$ cat config.mk
export PLATFORM = sky130hd
export DESIGN_NAME = vacuum_pressure_hysteresis_controller_flat
export DESIGN_NICKNAME = d
export VERILOG_FILES = /design/src/design/vphc_pkg.sv /design/src/design/vphc_in_if.sv /design/src/design/vphc_out_if.sv /design/src/design/vphc_cfg.sv /design/src/design/vphc_avg.sv /design/src/design/vphc_ctrl.sv /design/src/design/vphc_disp.sv /design/src/design/vacuum_pressure_hysteresis_controller.sv /design/src/flat_wrapper.sv
export SDC_FILE = /design/constraint.sdc
export NUM_CORES = 1
export LEC_CHECK = 0
export ABC_AREA = 1
export BUFFER_PORTS_ARGS = -buffer_cell sky130_fd_sc_hd__buf_2
export CAP_MARGIN = 15
export CELL_PAD_IN_SITES_DETAIL_PLACEMENT = 1
export CELL_PAD_IN_SITES_GLOBAL_PLACEMENT = 1
export CORE_UTILIZATION = 35
export CTS_CLUSTER_DIAMETER = 40
export DETAILED_ROUTE_END_ITERATION = 6
export PLACE_DENSITY = 0.6
export SETUP_SLACK_MARGIN = 0.15
export SYNTH_ARGS = -nofsm -noshare
export SYNTH_HDL_FRONTEND = slang
export SYNTH_SLANG_ARGS = --single-unit
$ cat constraint.sdc
create_clock -name clk -period 10.8 [get_ports clk]
set_input_delay 0.54 -clock clk [delete_from_list [all_inputs] [get_ports clk]]
set_output_delay 0.54 -clock clk [all_outputs]
set_load 0.01 [all_outputs]
$ cat src/design/vphc_pkg.sv
// Shared types, constants and a helper function of the vacuum pressure controller.
package vphc_pkg;

	localparam int ADC_IN_W        = 10;
	localparam int AVG_SAMPLES_DEF = 64;
	localparam int ADC_BITS_DEF    = 10;

	localparam int P_W   = 11;
	localparam int SP_W  = 10;
	localparam int HY_W  = 7;
	localparam int CNT_W = 4;
	localparam int CMP_W = 12;

	localparam int PADDR_W = 5;
	localparam int PDATA_W = 32;

	localparam logic [2:0] REG_HYSTERESIS  = 3'd0;
	localparam logic [2:0] REG_CEILING     = 3'd1;
	localparam logic [2:0] REG_PRESET      = 3'd2;
	localparam logic [2:0] REG_PUMP_CUTOFF = 3'd3;
	localparam logic [2:0] REG_OFFSET      = 3'd4;
	localparam logic [2:0] REG_FAST_AFTER  = 3'd5;

	localparam logic [HY_W-1:0]  HYSTERESIS_RST = 7'd10;
	localparam logic [SP_W-1:0]  CEILING_RST    = 10'd800;
	localparam logic [SP_W-1:0]  PRESET_RST     = 10'd740;
	localparam logic [SP_W-1:0]  CUTOFF_RST     = 10'd730;
	localparam logic [SP_W-1:0]  OFFSET_RST     = 10'd200;
	localparam logic [CNT_W-1:0] FAST_AFTER_RST = 4'd13;
	localparam logic [SP_W-1:0]  SETPOINT_RST   = 10'd740;

	// Pressure = (diff * 147) / 100, the division done as a reciprocal multiply.
	localparam int D147_W    = 18;
	localparam int SCALE_NUM = 147;
	localparam int DIV100_W  = 19;
	localparam int DIV100_M  = 335545;
	localparam int DIV100_SH = 25;
	localparam int Q_W       = D147_W + DIV100_W;

	// Digit extraction of values below 1000 and below 100.
	localparam int HUND_M  = 41;
	localparam int HUND_SH = 12;
	localparam int TENS_M  = 103;
	localparam int TENS_SH = 10;

	typedef struct packed {
		logic [HY_W-1:0]  hysteresis;
		logic [SP_W-1:0]  setpoint_ceiling;
		logic [SP_W-1:0]  preset_setpoint;
		logic [SP_W-1:0]  pump_cutoff;
		logic [SP_W-1:0]  sensor_offset;
		logic [CNT_W-1:0] fast_repeat_after;
	} cfg_t;

	typedef struct packed {
		logic raise;
		logic lower;
		logic zero;
		logic vent;
	} btn_t;

	typedef struct packed {
		logic           valid;
		logic [Q_W-1:0] q;
		btn_t           btn;
	} avg_res_t;

	typedef struct packed {
		logic           valid;
		logic           pump;
		logic           valve;
		logic           setting;
		logic           fast;
		logic [P_W-1:0] p;
		logic [P_W-1:0] disp;
	} ctrl_res_t;

	typedef struct packed {
		logic           valid;
		logic           pump;
		logic           valve;
		logic           setting;
		logic           fast;
		logic [P_W-1:0] p;
		logic [7:0]     seg_units;
		logic [7:0]     seg_tens;
		logic [7:0]     seg_hundreds;
		logic [7:0]     seg_thousands;
	} disp_res_t;

	function automatic logic [7:0] seg_of(input logic [3:0] digit);
		logic [7:0] s;
		case (digit)
			4'd0: s = 8'hfa;
			4'd1: s = 8'h82;
			4'd2: s = 8'hb9;
			4'd3: s = 8'hab;
			4'd4: s = 8'hc3;
			4'd5: s = 8'h6b;
			4'd6: s = 8'h7b;
			4'd7: s = 8'ha2;
			4'd8: s = 8'hfb;
			4'd9: s = 8'heb;
			default: s = 8'h00;
		endcase
		return s;
	endfunction

endpackage

$ cat src/design/vphc_in_if.sv
// Input channel: one ADC sample and four button levels per transfer.
interface vphc_in_if import vphc_pkg::*; ();
	logic                valid;
	logic                ready;
	logic [ADC_IN_W-1:0] adc_sample;
	logic                btn_raise;
	logic                btn_lower;
	logic                btn_zero;
	logic                btn_vent;

	modport source(output valid, adc_sample, btn_raise, btn_lower, btn_zero, btn_vent,
		input ready);
	modport sink(input valid, adc_sample, btn_raise, btn_lower, btn_zero, btn_vent,
		output ready);
endinterface

$ cat src/design/vphc_out_if.sv
// Output channel: drive states, flags, pressure and display segments per transfer.
interface vphc_out_if import vphc_pkg::*; ();
	logic           valid;
	logic           ready;
	logic           pump_on;
	logic           valve_open;
	logic           setting_active;
	logic           fast_repeat;
	logic [P_W-1:0] pressure_torr;
	logic [7:0]     seg_units;
	logic [7:0]     seg_tens;
	logic [7:0]     seg_hundreds;
	logic [7:0]     seg_thousands;

	modport source(output valid, pump_on, valve_open, setting_active, fast_repeat,
		pressure_torr, seg_units, seg_tens, seg_hundreds, seg_thousands, input ready);
	modport sink(input valid, pump_on, valve_open, setting_active, fast_repeat,
		pressure_torr, seg_units, seg_tens, seg_hundreds, seg_thousands, output ready);
endinterface

$ cat src/design/vphc_cfg.sv
// APB configuration register file.
module vphc_cfg import vphc_pkg::*; (
	input  logic               clk,
	input  logic               arst_n,
	input  logic               psel,
	input  logic               penable,
	input  logic               pwrite,
	input  logic [PADDR_W-1:0] paddr,
	input  logic [PDATA_W-1:0] pwdata,
	output logic [PDATA_W-1:0] prdata,
	output logic               pready,
	output cfg_t               cfg
);

	cfg_t       cfg_q;
	logic [2:0] idx;
	logic       wr;

	assign pready = 1'b1;
	assign idx    = paddr[PADDR_W-1:2];
	assign wr     = psel && penable && pwrite;
	assign cfg    = cfg_q;

	always_ff @(posedge clk or negedge arst_n) begin
		if (!arst_n) begin
			cfg_q.hysteresis        <= HYSTERESIS_RST;
			cfg_q.setpoint_ceiling  <= CEILING_RST;
			cfg_q.preset_setpoint   <= PRESET_RST;
			cfg_q.pump_cutoff       <= CUTOFF_RST;
			cfg_q.sensor_offset     <= OFFSET_RST;
			cfg_q.fast_repeat_after <= FAST_AFTER_RST;
		end else if (wr) begin
			case (idx)
				REG_HYSTERESIS:  cfg_q.hysteresis        <= pwdata[HY_W-1:0];
				REG_CEILING:     cfg_q.setpoint_ceiling  <= pwdata[SP_W-1:0];
				REG_PRESET:      cfg_q.preset_setpoint   <= pwdata[SP_W-1:0];
				REG_PUMP_CUTOFF: cfg_q.pump_cutoff       <= pwdata[SP_W-1:0];
				REG_OFFSET:      cfg_q.sensor_offset     <= pwdata[SP_W-1:0];
				REG_FAST_AFTER:  cfg_q.fast_repeat_after <= pwdata[CNT_W-1:0];
				default: ;
			endcase
		end
	end

	always_comb begin
		case (idx)
			REG_HYSTERESIS:  prdata = PDATA_W'(cfg_q.hysteresis);
			REG_CEILING:     prdata = PDATA_W'(cfg_q.setpoint_ceiling);
			REG_PRESET:      prdata = PDATA_W'(cfg_q.preset_setpoint);
			REG_PUMP_CUTOFF: prdata = PDATA_W'(cfg_q.pump_cutoff);
			REG_OFFSET:      prdata = PDATA_W'(cfg_q.sensor_offset);
			REG_FAST_AFTER:  prdata = PDATA_W'(cfg_q.fast_repeat_after);
			default:         prdata = '0;
		endcase
	end

endmodule

$ cat src/design/vphc_avg.sv
// Sample accumulation, averaging and scaling to a pressure product.
module vphc_avg import vphc_pkg::*; #(
	parameter int AVG_SAMPLES = AVG_SAMPLES_DEF,
	parameter int ADC_BITS    = ADC_BITS_DEF
) (
	input  logic                clk,
	input  logic                arst_n,
	input  logic                adv,
	input  logic                in_acc,
	input  logic [ADC_IN_W-1:0] adc_sample,
	input  btn_t                btn,
	input  logic [SP_W-1:0]     sensor_offset,
	output avg_res_t            res
);

	localparam int SB       = (ADC_BITS < ADC_IN_W) ? ADC_BITS : ADC_IN_W;
	localparam int AVG_LOG  = $clog2(AVG_SAMPLES);
	localparam int SUM_W    = SB + AVG_LOG;
	localparam int IDX_W    = (AVG_LOG > 0) ? AVG_LOG : 1;
	localparam int RECIP_SH = SUM_W + 7;
	localparam int RECIP_W  = RECIP_SH + 1;
	localparam int PROD_W   = SUM_W + RECIP_W;
	localparam logic [RECIP_W-1:0] RECIP =
		RECIP_W'((64'd1 << RECIP_SH) / AVG_SAMPLES + 1);
	localparam logic [IDX_W-1:0] LAST_IDX = IDX_W'(AVG_SAMPLES - 1);

	logic                v_s1, v_s2, v_s3, v_s4, v_s5;
	logic [SB-1:0]       sample_s1;
	btn_t                btn_s1, btn_s2, btn_s3, btn_s4, btn_s5;
	logic [SUM_W-1:0]    sum_q;
	logic [IDX_W-1:0]    idx_q;
	logic [SUM_W-1:0]    total_s2;
	logic [PROD_W-1:0]   prod_s3;
	logic [D147_W-1:0]   d147_s4;
	logic [Q_W-1:0]      q_s5;
	logic [SUM_W-1:0]    total;
	logic [SP_W-1:0]     avg;
	logic [SP_W-1:0]     diff;

	assign total = sum_q + SUM_W'(sample_s1);
	assign avg   = SP_W'(prod_s3[RECIP_SH +: SB]);
	assign diff  = (avg >= sensor_offset) ? (avg - sensor_offset) : '0;

	always_ff @(posedge clk or negedge arst_n) begin
		if (!arst_n) begin
			v_s1  <= 1'b0;
			v_s2  <= 1'b0;
			v_s3  <= 1'b0;
			v_s4  <= 1'b0;
			v_s5  <= 1'b0;
			sum_q <= '0;
			idx_q <= '0;
		end else if (adv) begin
			v_s1 <= in_acc;
			v_s2 <= v_s1 && (idx_q == LAST_IDX);
			v_s3 <= v_s2;
			v_s4 <= v_s3;
			v_s5 <= v_s4;
			if (v_s1) begin
				if (idx_q == LAST_IDX) begin
					sum_q <= '0;
					idx_q <= '0;
				end else begin
					sum_q <= total;
					idx_q <= idx_q + 1'b1;
				end
			end
		end
	end

	always_ff @(posedge clk) begin
		if (adv) begin
			sample_s1 <= adc_sample[SB-1:0];
			btn_s1    <= btn;
			total_s2  <= total;
			btn_s2    <= btn_s1;
			prod_s3   <= PROD_W'(total_s2) * PROD_W'(RECIP);
			btn_s3    <= btn_s2;
			d147_s4   <= D147_W'(diff) * D147_W'(SCALE_NUM);
			btn_s4    <= btn_s3;
			q_s5      <= Q_W'(d147_s4) * Q_W'(DIV100_M);
			btn_s5    <= btn_s4;
		end
	end

	assign res.valid = v_s5;
	assign res.q     = q_s5;
	assign res.btn   = btn_s5;

	a_idx_range: assert property (@(posedge clk) disable iff (!arst_n)
		idx_q <= LAST_IDX)
		else $error("sample index beyond the averaging window");

	a_group_end: assert property (@(posedge clk) disable iff (!arst_n)
		$rose(v_s2) |-> $past(v_s1) && $past(adv))
		else $error("group sum appeared without a sample transfer");

endmodule

$ cat src/design/vphc_ctrl.sv
// Pump and valve hysteresis control and setpoint button handling.
module vphc_ctrl import vphc_pkg::*; (
	input  logic      clk,
	input  logic      arst_n,
	input  logic      adv,
	input  avg_res_t  res,
	input  cfg_t      cfg,
	output ctrl_res_t ctl
);

	logic [SP_W-1:0]  setpoint_q;
	logic             setting_q;
	logic [CNT_W-1:0] cnt_q;
	logic             pump_q;
	logic             valve_q;
	ctrl_res_t        ctl_s6;

	logic [CMP_W-1:0] p_full;
	logic [P_W-1:0]   p;
	logic [CMP_W-1:0] p12, sp12, hy12;
	logic             pump_n, valve_n, setting_n;
	logic [SP_W-1:0]  sp_n;
	logic [CNT_W-1:0] cnt_n;

	always_comb begin
		p_full = res.q[DIV100_SH +: CMP_W];
		p      = p_full[CMP_W-1] ? '1 : p_full[P_W-1:0];
		p12    = CMP_W'(p);
		sp12   = CMP_W'(setpoint_q);
		hy12   = CMP_W'(cfg.hysteresis);

		pump_n    = pump_q;
		valve_n   = valve_q;
		sp_n      = setpoint_q;
		setting_n = setting_q;
		cnt_n     = cnt_q;

		if (p12 > sp12)
			valve_n = 1'b0;
		if ((p12 > sp12 + hy12) && (setpoint_q < cfg.pump_cutoff))
			pump_n = 1'b1;
		if (p12 < sp12)
			pump_n = 1'b0;
		if (p12 + hy12 < sp12)
			valve_n = 1'b1;

		if (res.btn.raise) begin
			setting_n = 1'b1;
			if (setpoint_q < cfg.setpoint_ceiling)
				sp_n = setpoint_q + 1'b1;
			if (cnt_q < cfg.fast_repeat_after)
				cnt_n = cnt_q + 1'b1;
		end else if (res.btn.lower) begin
			setting_n = 1'b1;
			if (setpoint_q != '0)
				sp_n = setpoint_q - 1'b1;
			if (cnt_q < cfg.fast_repeat_after)
				cnt_n = cnt_q + 1'b1;
		end else if (res.btn.zero) begin
			sp_n = '0;
		end else if (res.btn.vent) begin
			sp_n    = cfg.preset_setpoint;
			pump_n  = 1'b0;
			valve_n = 1'b1;
		end else begin
			setting_n = 1'b0;
			cnt_n     = '0;
		end
	end

	always_ff @(posedge clk or negedge arst_n) begin
		if (!arst_n) begin
			setpoint_q <= SETPOINT_RST;
			setting_q  <= 1'b0;
			cnt_q      <= '0;
			pump_q     <= 1'b0;
			valve_q    <= 1'b0;
			ctl_s6     <= '0;
		end else if (adv) begin
			ctl_s6.valid   <= res.valid;
			ctl_s6.pump    <= pump_n;
			ctl_s6.valve   <= valve_n;
			ctl_s6.setting <= setting_n;
			ctl_s6.fast    <= (cnt_n >= cfg.fast_repeat_after);
			ctl_s6.p       <= p;
			ctl_s6.disp    <= setting_n ? P_W'(sp_n) : p;
			if (res.valid) begin
				setpoint_q <= sp_n;
				setting_q  <= setting_n;
				cnt_q      <= cnt_n;
				pump_q     <= pump_n;
				valve_q    <= valve_n;
			end
		end
	end

	assign ctl = ctl_s6;

	a_vent: assert property (@(posedge clk) disable iff (!arst_n)
		(adv && res.valid && res.btn.vent && !res.btn.raise && !res.btn.lower
			&& !res.btn.zero)
		|=> (!pump_q && valve_q && setpoint_q == $past(cfg.preset_setpoint)))
		else $error("vent did not stop the pump, open the valve and load the preset");

	a_release: assert property (@(posedge clk) disable iff (!arst_n)
		(adv && res.valid && !res.btn.raise && !res.btn.lower && !res.btn.zero
			&& !res.btn.vent)
		|=> (!setting_q && cnt_q == '0))
		else $error("released buttons did not clear the setting state");

endmodule

$ cat src/design/vphc_disp.sv
// Decimal digit extraction and seven-segment encoding with leading-zero blanking.
module vphc_disp import vphc_pkg::*; (
	input  logic      clk,
	input  logic      arst_n,
	input  logic      adv,
	input  ctrl_res_t ctl,
	output disp_res_t dres
);

	ctrl_res_t  c_s7, c_s8;
	logic [1:0] th_s7, th_s8;
	logic [9:0] r1_s7;
	logic [3:0] h_s8;
	logic [6:0] r2_s8;

	logic [1:0]  th;
	logic [10:0] sub1;
	logic [15:0] hprod;
	logic [3:0]  h;
	logic [13:0] tprod;
	logic [3:0]  t;
	logic [3:0]  u;
	logic        blank_h, blank_t;

	always_comb begin
		if (ctl.disp >= 11'd2000) begin
			th   = 2'd2;
			sub1 = 11'd2000;
		end else if (ctl.disp >= 11'd1000) begin
			th   = 2'd1;
			sub1 = 11'd1000;
		end else begin
			th   = 2'd0;
			sub1 = 11'd0;
		end
		hprod = 16'(r1_s7) * 16'(HUND_M);
		h     = hprod[HUND_SH +: 4];
		tprod = 14'(r2_s8) * 14'(TENS_M);
		t     = tprod[TENS_SH +: 4];
		u     = 4'(r2_s8 - 7'(t) * 7'd10);
		blank_h = (th_s8 == 2'd0) && (h_s8 == 4'd0);
		blank_t = blank_h && (t == 4'd0);
	end

	always_ff @(posedge clk or negedge arst_n) begin
		if (!arst_n) begin
			c_s7 <= '0;
			c_s8 <= '0;
		end else if (adv) begin
			c_s7 <= ctl;
			c_s8 <= c_s7;
		end
	end

	always_ff @(posedge clk) begin
		if (adv) begin
			th_s7 <= th;
			r1_s7 <= 10'(ctl.disp - sub1);
			th_s8 <= th_s7;
			h_s8  <= h;
			r2_s8 <= 7'(r1_s7 - 10'(h) * 10'd100);
		end
	end

	assign dres.valid         = c_s8.valid;
	assign dres.pump          = c_s8.pump;
	assign dres.valve         = c_s8.valve;
	assign dres.setting       = c_s8.setting;
	assign dres.fast          = c_s8.fast;
	assign dres.p             = c_s8.p;
	assign dres.seg_units     = seg_of(u);
	assign dres.seg_tens      = blank_t ? 8'h00 : seg_of(t);
	assign dres.seg_hundreds  = blank_h ? 8'h00 : seg_of(h_s8);
	assign dres.seg_thousands = (th_s8 == 2'd0) ? 8'h00 : seg_of({2'b00, th_s8});

endmodule

$ cat src/design/vacuum_pressure_hysteresis_controller.sv
// Top level of the vacuum pressure hysteresis controller.
// Takes one sample transfer per cycle while the pipeline is not stalled; every AVG_SAMPLES samples yield one result.
// A result is presented in the output register once the last sample of its group has passed the pipeline.
// The pipeline (input register, accumulator, three multiplier stages, control, two digit
// stages) stalls only while its last stage is full and the output register is not taken.
// Asynchronous reset clears the pipeline and sum, loads setpoint 740 and register defaults.
module vacuum_pressure_hysteresis_controller import vphc_pkg::*; #(
	parameter int AVG_SAMPLES = AVG_SAMPLES_DEF,
	parameter int ADC_BITS    = ADC_BITS_DEF
) (
	input  logic               clk,
	input  logic               arst_n,
	input  logic               psel,
	input  logic               penable,
	input  logic               pwrite,
	input  logic [PADDR_W-1:0] paddr,
	input  logic [PDATA_W-1:0] pwdata,
	output logic [PDATA_W-1:0] prdata,
	output logic               pready,
	vphc_in_if.sink            in_ch,
	vphc_out_if.source         out_ch
);

	cfg_t      cfg;
	btn_t      btn;
	avg_res_t  ares;
	ctrl_res_t ctl;
	disp_res_t dres;
	logic      adv;
	logic      in_acc;
	logic      out_valid_q;
	disp_res_t out_q;

	assign adv          = !(dres.valid && out_valid_q && !out_ch.ready);
	assign in_ch.ready  = adv;
	assign in_acc       = in_ch.valid && adv;
	assign btn.raise    = in_ch.btn_raise;
	assign btn.lower    = in_ch.btn_lower;
	assign btn.zero     = in_ch.btn_zero;
	assign btn.vent     = in_ch.btn_vent;

	vphc_cfg u_cfg (
		.clk     (clk),
		.arst_n  (arst_n),
		.psel    (psel),
		.penable (penable),
		.pwrite  (pwrite),
		.paddr   (paddr),
		.pwdata  (pwdata),
		.prdata  (prdata),
		.pready  (pready),
		.cfg     (cfg)
	);

	vphc_avg #(
		.AVG_SAMPLES (AVG_SAMPLES),
		.ADC_BITS    (ADC_BITS)
	) u_avg (
		.clk           (clk),
		.arst_n        (arst_n),
		.adv           (adv),
		.in_acc        (in_acc),
		.adc_sample    (in_ch.adc_sample),
		.btn           (btn),
		.sensor_offset (cfg.sensor_offset),
		.res           (ares)
	);

	vphc_ctrl u_ctrl (
		.clk    (clk),
		.arst_n (arst_n),
		.adv    (adv),
		.res    (ares),
		.cfg    (cfg),
		.ctl    (ctl)
	);

	vphc_disp u_disp (
		.clk    (clk),
		.arst_n (arst_n),
		.adv    (adv),
		.ctl    (ctl),
		.dres   (dres)
	);

	always_ff @(posedge clk or negedge arst_n) begin
		if (!arst_n) begin
			out_valid_q <= 1'b0;
		end else if (adv && dres.valid) begin
			out_valid_q <= 1'b1;
		end else if (out_ch.ready) begin
			out_valid_q <= 1'b0;
		end
	end

	always_ff @(posedge clk) begin
		if (adv && dres.valid) begin
			out_q <= dres;
		end
	end

	assign out_ch.valid          = out_valid_q;
	assign out_ch.pump_on        = out_q.pump;
	assign out_ch.valve_open     = out_q.valve;
	assign out_ch.setting_active = out_q.setting;
	assign out_ch.fast_repeat    = out_q.fast;
	assign out_ch.pressure_torr  = out_q.p;
	assign out_ch.seg_units      = out_q.seg_units;
	assign out_ch.seg_tens       = out_q.seg_tens;
	assign out_ch.seg_hundreds   = out_q.seg_hundreds;
	assign out_ch.seg_thousands  = out_q.seg_thousands;

	a_no_idle_stall: assert property (@(posedge clk) disable iff (!arst_n)
		!out_valid_q |-> in_ch.ready)
		else $error("input stalled while the output register is empty");

endmodule

$ cat src/flat_wrapper.sv
// flat-port wrapper written by rule: the top's interface ports become plain ports
module vacuum_pressure_hysteresis_controller_flat import vphc_pkg::*;
#(
	parameter int AVG_SAMPLES = AVG_SAMPLES_DEF,
	parameter int ADC_BITS    = ADC_BITS_DEF
)
  (clk, arst_n, psel, penable, pwrite, paddr, pwdata, prdata, pready, in_ch_valid, in_ch_adc_sample, in_ch_btn_raise, in_ch_btn_lower, in_ch_btn_zero, in_ch_btn_vent, in_ch_ready, out_ch_valid, out_ch_pump_on, out_ch_valve_open, out_ch_setting_active, out_ch_fast_repeat, out_ch_pressure_torr, out_ch_seg_units, out_ch_seg_tens, out_ch_seg_hundreds, out_ch_seg_thousands, out_ch_ready);
  vphc_in_if in_ch_i ();
  vphc_out_if out_ch_i ();
  input  logic clk;
  input  logic arst_n;
  input  logic psel;
  input  logic penable;
  input  logic pwrite;
  input  logic [PADDR_W-1:0] paddr;
  input  logic [PDATA_W-1:0] pwdata;
  output logic [PDATA_W-1:0] prdata;
  output logic pready;
  input wire logic [$bits(in_ch_i.valid)-1:0] in_ch_valid;
  input wire logic [$bits(in_ch_i.adc_sample)-1:0] in_ch_adc_sample;
  input wire logic [$bits(in_ch_i.btn_raise)-1:0] in_ch_btn_raise;
  input wire logic [$bits(in_ch_i.btn_lower)-1:0] in_ch_btn_lower;
  input wire logic [$bits(in_ch_i.btn_zero)-1:0] in_ch_btn_zero;
  input wire logic [$bits(in_ch_i.btn_vent)-1:0] in_ch_btn_vent;
  output wire logic [$bits(in_ch_i.ready)-1:0] in_ch_ready;
  output wire logic [$bits(out_ch_i.valid)-1:0] out_ch_valid;
  output wire logic [$bits(out_ch_i.pump_on)-1:0] out_ch_pump_on;
  output wire logic [$bits(out_ch_i.valve_open)-1:0] out_ch_valve_open;
  output wire logic [$bits(out_ch_i.setting_active)-1:0] out_ch_setting_active;
  output wire logic [$bits(out_ch_i.fast_repeat)-1:0] out_ch_fast_repeat;
  output wire logic [$bits(out_ch_i.pressure_torr)-1:0] out_ch_pressure_torr;
  output wire logic [$bits(out_ch_i.seg_units)-1:0] out_ch_seg_units;
  output wire logic [$bits(out_ch_i.seg_tens)-1:0] out_ch_seg_tens;
  output wire logic [$bits(out_ch_i.seg_hundreds)-1:0] out_ch_seg_hundreds;
  output wire logic [$bits(out_ch_i.seg_thousands)-1:0] out_ch_seg_thousands;
  input wire logic [$bits(out_ch_i.ready)-1:0] out_ch_ready;
  assign in_ch_i.valid = in_ch_valid;
  assign in_ch_i.adc_sample = in_ch_adc_sample;
  assign in_ch_i.btn_raise = in_ch_btn_raise;
  assign in_ch_i.btn_lower = in_ch_btn_lower;
  assign in_ch_i.btn_zero = in_ch_btn_zero;
  assign in_ch_i.btn_vent = in_ch_btn_vent;
  assign in_ch_ready = in_ch_i.ready;
  assign out_ch_valid = out_ch_i.valid;
  assign out_ch_pump_on = out_ch_i.pump_on;
  assign out_ch_valve_open = out_ch_i.valve_open;
  assign out_ch_setting_active = out_ch_i.setting_active;
  assign out_ch_fast_repeat = out_ch_i.fast_repeat;
  assign out_ch_pressure_torr = out_ch_i.pressure_torr;
  assign out_ch_seg_units = out_ch_i.seg_units;
  assign out_ch_seg_tens = out_ch_i.seg_tens;
  assign out_ch_seg_hundreds = out_ch_i.seg_hundreds;
  assign out_ch_seg_thousands = out_ch_i.seg_thousands;
  assign out_ch_i.ready = out_ch_ready;
  vacuum_pressure_hysteresis_controller #(.AVG_SAMPLES(AVG_SAMPLES), .ADC_BITS(ADC_BITS)) u_core (.clk(clk), .arst_n(arst_n), .psel(psel), .penable(penable), .pwrite(pwrite), .paddr(paddr), .pwdata(pwdata), .prdata(prdata), .pready(pready), .in_ch(in_ch_i), .out_ch(out_ch_i));
endmodule
# --- Word level (Yosys, flattened, before mapping) ---
# Memories as Yosys holds them, arrays and structs flattened. A register that Yosys moved wholly into a read port is not among the register bits.
# Index checks and enable logic that the tools add are counted.
word_totals:
  out_inout_bits: 82
  romBits: 336
  input_bits: 58
  regBits: 361
  elab_cells: 184
  mem_count: 3
memory_table:
  columns: ["memory", "words", "width", "read_ports", "rd_clocked_by_memory_dff", "wr", "line", "rtl"]
  rows:
  - ["(no name shown)", 16, 7, 1, 1, 0, "vphc_pkg.sv:93", "case (digit)"]
  - ["(no name shown)", 16, 7, 1, 1, 0, "vphc_pkg.sv:93", null]
  - ["(no name shown)", 16, 7, 1, 1, 0, "vphc_pkg.sv:93", null]
op_classes:
  eq_ne: 9
  muxes: 39
  n_addsub: 11
  order_cmp: 11
  n_mul: 7
  bitwise: 1
  n_reduce_logical: 26
ops:
  columns: ["cell", "count"]
  rows:
  - ["10-bit 2-to-1 mux", 9]
  - ["10-bit one-hot mux with 6 select lines", 1]
  - ["18-bit by 19-bit multiplier with 37-bit output (second input constant)", 1]
  - ["16-bit by 18-bit multiplier with 33-bit output (second input constant)", 1]
  - ["8-bit one-hot mux with 3 select lines", 1]
  - ["11-bit 2-to-1 mux", 2]
  - ["10-bit < comparator", 2]
  - ["4-bit 2-to-1 mux", 5]
  - ["10-bit subtractor", 2]
  - ["1-bit 2-to-1 mux", 19]
  - ["10-bit by 8-bit multiplier with 18-bit output (second input constant)", 1]
  - ["16-bit by 10-bit adder with 16-bit output", 1]
  - ["10-bit by 6-bit multiplier with 16-bit output (second input constant)", 1]
  - ["16-bit 2-to-1 mux", 1]
  - ["2-bit AND reduction", 8]
  - ["7-bit by 7-bit multiplier with 14-bit output (second input constant)", 1]
  - ["11-bit by 7-bit adder with 12-bit output", 1]
  - ["12-bit by 10-bit < comparator with 1-bit output", 1]
  - ["10-bit by 7-bit adder with 11-bit output", 1]
  - ["11-bit by 10-bit >= comparator with 1-bit output (second input constant)", 1]
  - ["11-bit >= comparator (second input constant)", 1]
  - ["11-bit by 10-bit greater-than comparator with 1-bit output", 1]
  - ["11-bit greater-than comparator", 1]
  - ["11-bit by 10-bit < comparator with 1-bit output", 1]
  - ["26 further kinds", 40]

# --- Depth between registers and ports, before layout ---
# Gate-level depths: netlist (run 1).
depth:
  ltp_word: 9
  mapped_depth: 29
  ltp_nobuf: 29

# --- By module ---
# Synthesis (run 1) repeated with hierarchy kept, for this count alone.
unflattened:
  hier_cells: 3428
  hier_area_um2: 28820.1
by_module_without_submodules:
  columns: ["module", "seq_area_each_um2", "cells_per_inst", "n_inst", "area_per_inst_um2"]
  rows:
  - ["vphc_avg", 3828.7, 1600, 1, 14008.4]
  - ["vphc_disp", 1691.6, 670, 1, 5519.0]
  - ["vphc_ctrl", 1107.3, 744, 1, 5006.1]
  - ["vphc_cfg", 1303.8, 357, 1, 2812.7]
  - ["vacuum_pressure_hysteresis_controller", 1436.4, 57, 1, 1473.9]

# --- Worst setup path after synthesis (run 1) ---
# OpenSTA, ideal clock, no wires.
synth_timing:
  path_type: "flip-flop to flip-flop"
  from: "register u_core.u_avg.d147_s4[16]"
  to: "register u_core.u_avg.q_s5[33] (data pin)"
  required_ns: 10.548
  stages_incl_launch_ff: 20
  setup_time_ns: 0.252
  arrival_ns: 4.906
  synth_period_minus_slack_ns: 5.158
  n_path_buf: 0
  setup_slack_ns: 5.642
  cell_sequence: "edfxtp_1 -> fa_1 -> inv_1 -> fa_1 -> inv_1 -> fa_1 -> fa_1 -> fa_1 -> inv_1 -> fa_1 -> inv_1 -> ha_1 -> a21o_1 -> a21oi_1 -> o21a_1 -> nor2_1 -> nor2_1 -> nand2_1 -> nand2_1 -> nand2_1"
synth_via:
  elab_chain_len: 1
synth_rtl:
  columns: ["item", "line", "rtl"]
  rows:
  - ["start, declared", "vphc_avg.sv:34", "logic [D147_W-1:0] d147_s4;"]
  - ["start signal, assigned", "vphc_avg.sv:79", "d147_s4 <= D147_W'(diff) * D147_W'(SCALE_NUM);"]
  - ["18-bit by 19-bit multiplier with 37-bit output", "vphc_avg.sv:81", "q_s5 <= Q_W'(d147_s4) * Q_W'(DIV100_M);"]
  - ["end signal, assigned", "vphc_avg.sv:81", null]
  - ["end, declared", "vphc_avg.sv:35", "logic [Q_W-1:0] q_s5;"]
# Every way passes these cells.
# A chain may end at the register's enable or synchronous reset.

# --- Worst setup path after layout (run 1) ---
layout_timing:
  from: "register u_core.u_avg.d147_s4[16]"
  to: "register u_core.u_avg.q_s5[35] (data pin)"
# Same word-level chain as after synthesis.

==> flow_summary.toml, run 1 <==
[floorplanning]
rows = 99
dieArea_um2 = 74900
core_um2 = 73000
die_y_um = 274
initial_core_util = 0.354
io_pins = 140
die_w_um = 274

[status]
status = "complete, but fails checks"
violations = "negative hold slack"

[routing]
vias_per_cell = 4.83
vias = 19893
dr.first_iter.drc_count = 841
postRouteWirelength_um = 67300
route.detailed.drc = 0
wl_per_cell_um = 16.3
dr.pass1.iters = 4
detail-route-antenna-nets = 0

[yosys]
synth_area_um2 = 25800
syn_avg_cell_area_um2 = 8.58
synth_cells = 3013
synth.distinct_cells = 56
ys_seq_elements = 300
seq_area_frac_synth = 0.320
synth_flop_cell = "edfxtp_1"
synth_warnings = 0
async_reset_ff_frac = 0.517
synth_edf_count = 145

[global_route]
grt_remaining_overflow = 0
first_global_vias = 21220
grt_pass1_wl_um = 110000
grt_use_total = 0.182
grt_max_degree = 84
grt_antenna_before_repair = 1

[sta]
setup_tns_ns = 0
tightest_slew_ns = 1.00
holdWs_ns = -0.00200
drv_slew = 0
rsz0062_at_grt = "false"
period_minus_slack_ns = 5.68
fmax_mhz = 176
finalSetupViolCount = 0
hold_violations = 2
slew_headroom = 0.333
post-route-period-util = 0.526
clock_skew_ns = 0.0181
fin_ws_ns = 5.12

[finish]
layout_commonest_cell = "nand2_1"
layout-drive-gt1-share = 0.0825
fillers = 8620
num_antenna_cells = 0
area_delta_synth_final_pct = 13.0
final_net_count = 3710
final_cells = 4122
mostFrequentLayoutCells = "nand2_1 (729), inv_1 (550), ha_1 (390), o21ai_0 (151)"

[worst_setup_path]
r2r_cells = 18
end_kind = "register"
critical_path_class = "register to register"
critPathLaunch = "u_core.u_avg.d147_s4[16]$_DFFE_PN_"
required_ns = 11.14
r2r_slack_ns = 5.12
r2r-end = "u_core.u_avg.q_s5[35]$_DFFE_PN_"
cp-start-kind = "register"
crit_fanout = 8
rr_startpoint = "u_core.u_avg.d147_s4[16]$_DFFE_PN_"
cp.arrival_ns = 6.03

[clocking]
htree_levels = 2
hold_buffers = 0
cts-root-buf = "clkbuf_16"
cts_made_buffers = 55
clock-sinks = 300
cts_tree = "built"
cts_setup_buffers = 0
clkLatencyLatePin_ns = 0.60
cts_resized = 0
clockBufferDepth = 3
cts.clk_slew.worst_paths_ns = 0.05

[placed_design]
pre_cts_slack_ns = 5.12
dp_hpwl_um = 54300
dpl.cell_count = 4017
portBuffers = 87
gp_congestion = 0.879

[hold_path]
hold_path.class = "input pin to async pin"

[flow_run]
max_cap_violations = 0
==> kinds of logic (layout without fill, tap and decap cells) <==
logic type               count (synthesis)  count (layout)  share of synthesized area
XOR/XNOR                                70              70                     0.0237
flip-flops                             300             300                      0.320
other                                    2              28                   0.000291
AND/OR/NAND/NOR                       1085            1085                      0.173
multiplexers                             1               1                   0.000387
adder cells (fa/ha/maj)                536             536                      0.302
buffers and inverters                  633             757                     0.0974
AO/OA/AOI/OAI                          386             386                     0.0840
==> cells in the mapped netlist (all sizes together) (4+ instances only) <==
master | n | area (um^2)
a21boi | 7 | 52.6
a21o | 13 | 98.9
a21oi | 134 | 678
a22oi | 7 | 52.6
a31oi | 17 | 106
buf | 42 | 297
clkbuf | 34 | 128
dfrtp | 128 | 3200
dfstp | 27 | 709
edfxtp | 145 | 4350
fa | 146 | 2920
ha | 390 | 4880
inv | 554 | 2080
nand2 | 732 | 2760
nand3 | 125 | 651
nand3b | 4 | 30.0
nand4 | 20 | 125
nor2 | 153 | 599
nor3 | 28 | 155
o2111ai | 8 | 70.1
o211ai | 8 | 60.1
o21a | 11 | 82.6
o21ai | 155 | 776
o21bai | 12 | 90.1
o22ai | 6 | 37.5
or2 | 15 | 93.8
xnor2 | 12 | 105
xor2 | 58 | 508
==> layout make-up <==
class | instances | area (um^2) | share of cell area
inverters | 557 | 2100 | 0.0718
clock inverters | 43 | 536 | 0.0183
repair buffers | 96 | 522 | 0.0179
clock buffers | 61 | 1420 | 0.0486
multi-input cells | 2106 | 15200 | 0.519
well taps | 959 | 1200 | 0.0411
flip-flops and latches | 300 | 8270 | 0.283
==> worst max path at each step <==
stage                                       to  slack [ns]  depth (start not counted)
3_5_place_dp   u_core.u_avg.q_s5[35]$_DFFE_PN_        5.12                         18
3_3_place_gp   u_core.u_avg.q_s5[27]$_DFFE_PN_        5.11                         17
2_1_floorplan  u_core.u_avg.q_s5[33]$_DFFE_PN_        5.64                         19
4_1_cts        u_core.u_avg.q_s5[35]$_DFFE_PN_        5.08                         18
6_report       u_core.u_avg.q_s5[35]$_DFFE_PN_        5.12                         18
5_1_grt        u_core.u_avg.q_s5[34]$_DFFE_PN_        4.78                         19
==> worst max-delay path, stage by stage (launching register included) <==
cell and delay [ns]:
edfxtp_1 0.58, fa_1 0.67, inv_1 0.08, fa_1 0.51, inv_1 0.08, fa_1 0.51, fa_1 0.52, fa_1 0.54
inv_1 0.05, fa_1 0.53, inv_1 0.05, ha_1 0.32, a21o_1 0.18, a21oi_1 0.16, o21ai_0 0.17, a21oi_1 0.26
nand2_1 0.09, nand2_1 0.07, nand2_1 0.06
==> sequential cells by signal, indices dropped and copies added (netlist names), 11 cells and up <==
| signal | cells |
|---|---|
| u_core.out_ch.pressure_torr | 11 |
| u_core.u_avg.d147_s4 | 18 |
| u_core.u_avg.sum_q | 16 |
| u_core.u_avg.q_s5 | 12 |
| u_core.u_disp.c_s7 | 16 |
| u_core.u_disp.dres | 16 |
| u_core.u_ctrl.ctl | 27 |
| u_core.u_cfg.cfg | 51 |
==> per-layer routing <==
layer | global-route usage | part of all wire | vias to the layer above
met2 | 0.310 | 0.48 | 194
met1 | 0.245 | 0.48 | 9737
met4 | 0.0394 | 0.018 | 2
met3 | 0.0241 | 0.026 | 84
met5 | 0 | 0.00012 | -
li1 | - | - | 9876
==> metrics by stage <==
step | hold WS (ns) | instance area [um^2] | utilization
CTS | 0.0589 | 29200 | 0.400
floorplan | 0.244 | 25900 | -
detailed placement | 0.406 | 27200 | 0.373
finish | -0.00200 | 29200 | 0.400
global placement | 0.402 | 27200 | 0.373
global route | 0.0583 | 29200 | 0.400
Power of run 1 is not shown: default switching activity piles up to over one toggle a cycle in this logic, so the estimate is an artifact.
==> run 2, diff against run 1 <==
clock period = 5.4 ns   (was 10.8 ns; I/O delays follow)
==> run 2 against run 1 <==
Sequential share of layout area is 1.1 points lower. Utilization rose by 1.7 points. Routed wire length increased by 3.3%. Largest cell class unchanged. The run now ends clean. Worst setup slack got worse by 4.9 ns. Global-route usage rose by 0.56 points. Critical endpoint is now u_core.u_avg.q_s5[31]$_DFFE_PN_. Die area did not move. Flip-flop and latch count stayed put. Register-to-register slack got worse by 4.9 ns. Final area grew 4.2%. Via count up 2.0%. Hold slack gained 0.034 ns. First-iteration DRC count decreased by 11%.
==> flow_summary.toml, run 2 (synthesis gave the netlist of run 1 again) <==
[floorplanning]
core_um2 = 73000
io_pins = 140
rows = 99
initial_core_util = 0.354
dieArea_um2 = 74900
die_w_um = 274
die_y_um = 274

[hold_path]
min_to = "u_core.u_cfg.cfg[29]$_DFFE_PN1P_"
min_from = "pwdata[5]"
hold_path.class = "input pin to register"
holdPathStages = 3

[finish]
fillers = 8497
layout-drive-gt1-share = 0.133
multi_input_area_um2 = 15700
num_antenna_cells = 0
layout_commonest_cell = "nand2_1"
mostFrequentLayoutCells = "nand2_1 (708), inv_1 (530), ha_1 (372), edfxtp_1 (145), o21ai_0 (141)"
area_delta_synth_final_pct = 17.7
regArea_um2 = 8270
largest_register_ff_count = 51
final_net_count = 3786

[clocking]
clock-sinks = 300
clockBufferDepth = 3
cts.clk_slew.worst_paths_ns = 0.06
htree_levels = 2
cts-root-buf = "clkbuf_16"
clkLatencyLatePin_ns = 0.64
cts_tree = "built"
cts_made_buffers = 55

[worst_setup_path]
r2r_cells = 17
cp-start-kind = "register"
critical_path_class = "register to register"
rr_startpoint = "u_core.u_avg.d147_s4[15]$_DFFE_PN_"
worstPathCellList = "fa_1, inv_2, fa_1, inv_2, fa_2, fa_2, fa_1, inv_2, fa_1, inv_2, ha_4, a21o_1, a21oi_2, o21ai_1, a21oi_1, nand2_2, xor2_1"
cp.arrival_ns = 5.46
cp_slowest_cell = "fa_1"
slowest_delay_ns = 0.61
r2r-end = "u_core.u_avg.q_s5[31]$_DFFE_PN_"
end_kind = "register"
r2r_slack_ns = 0.25
required_ns = 5.71
crit_fanout = 3

[routing]
dr.first_iter.drc_count = 747
wl_per_cell_um = 16.6
postRouteWirelength_um = 69500
dr.pass1.iters = 5
detail-route-antenna-nets = 0
vias = 20296
route.detailed.drc = 0
vias_per_cell = 4.83

[global_route]
grt_antenna_before_repair = 0
grt_max_degree = 88
grt_use_total = 0.188
met2_usage = 0.323
grt_pass1_wl_um = 113000
grt_util_met1 = 0.245
grt_remaining_overflow = 0
first_global_vias = 21793
top_usage_layer = "met2"
grt_util_met3 = 0.0257

[sta]
slew_headroom = 0.262
clock_skew_ns = 0.0774
post-route-period-util = 0.954
tightest_slew_ns = 1.10
fmax_mhz = 194
drv_slew = 0
rsz0062_at_grt = "true"
finalSetupViolCount = 0
setup_tns_ns = 0
period_minus_slack_ns = 5.15
hold_violations = 0

[status]
status = "finished, final reports clean"

[placed_design]
portBuffers = 87
gp_congestion = 0.900
dp_hpwl_um = 55400

[flow_run]
max_cap_violations = 0
run 2: changes by cell type in the layout (fill, tap and decap cells not counted), moves of 15 or more:
cell	before	now
dlygate4sd3_1	0	25
nand2_1	729	708
a21oi_2	2	19
nand2_2	3	18
inv_1	550	530
inv_2	2	22
buf_4	8	57
a21oi_1	132	113
ha_1	390	372
run 2: what timing repair did:
| action | 4_1_cts | 5_1_grt |
|---|---|---|
| gates resized for setup | 20 | 129 |
| setup buffers | 12 | 10 |
| hold buffers | 25 | 0 |
| endpoints found under the setup margin | 16 | 26 |
| pin swaps | 15 | 59 |
| hold endpoints to repair | 107 | 0 |
run 2: metal layers:
| metal | routed length (um) | vias to the layer above |
|---|---|---|
| met1 | 31900 | 9944 |
| met5 | 0 | - |
| met2 | 34000 | 225 |
| met4 | 1600 | 0 |
| li1 | - | 10020 |
| met3 | 2050 | 107 |
run 2: metrics by stage:
step	std cells	hold slack, ns	util	setup slack (ns)	cell area (um^2)
6_report	4198	0.0315	0.417	0.250	30400
5_1_grt	4198	0.0610	0.417	0.0320	30400
4_1_cts	4188	0.0184	0.410	0.119	29900
3_5_place_dp	4047	0.402	0.377	0.0137	27500
3_3_place_gp	4047	0.392	0.377	0.0942	27500
2_1_floorplan	3039	-0.0256	-	0.242	25900
run 2: cell type report:
cell class                 count  share of cell area
timing repair buffer         172              0.0379
clock buffer                  62              0.0485
inverter                     557              0.0689
multi-input combinational   2106               0.516
tap                          959              0.0394
clock inverter                42              0.0176
sequential                   300               0.272
run 2: worst max path at each step:
stage                                 endpoint                                from  slack (ns)
3_5_place_dp   u_core.u_avg.q_s5[35]$_DFFE_PN_  u_core.u_avg.d147_s4[12]$_DFFE_PN_        0.01
2_1_floorplan  u_core.u_avg.q_s5[33]$_DFFE_PN_  u_core.u_avg.d147_s4[16]$_DFFE_PN_        0.24
5_1_grt        u_core.u_avg.q_s5[33]$_DFFE_PN_   u_core.u_avg.d147_s4[4]$_DFFE_PN_        0.03
4_1_cts        u_core.u_avg.q_s5[35]$_DFFE_PN_  u_core.u_avg.d147_s4[13]$_DFFE_PN_        0.12
3_3_place_gp   u_core.u_avg.q_s5[35]$_DFFE_PN_  u_core.u_avg.d147_s4[12]$_DFFE_PN_        0.09
6_report       u_core.u_avg.q_s5[31]$_DFFE_PN_  u_core.u_avg.d147_s4[15]$_DFFE_PN_        0.25
run 2: critical path, delay by kind of cell (launching register included):
kind / cells / cell delay (ns)
compound gates: 4 / 0.59
xor+xnor: 1 / 0.14
fa+ha+maj: 7 / 3.35
buf+inv: 4 / 0.19
flops: 1 / 0.42
simple gates: 1 / 0.10
Power of run 2 is left out for the same reason.
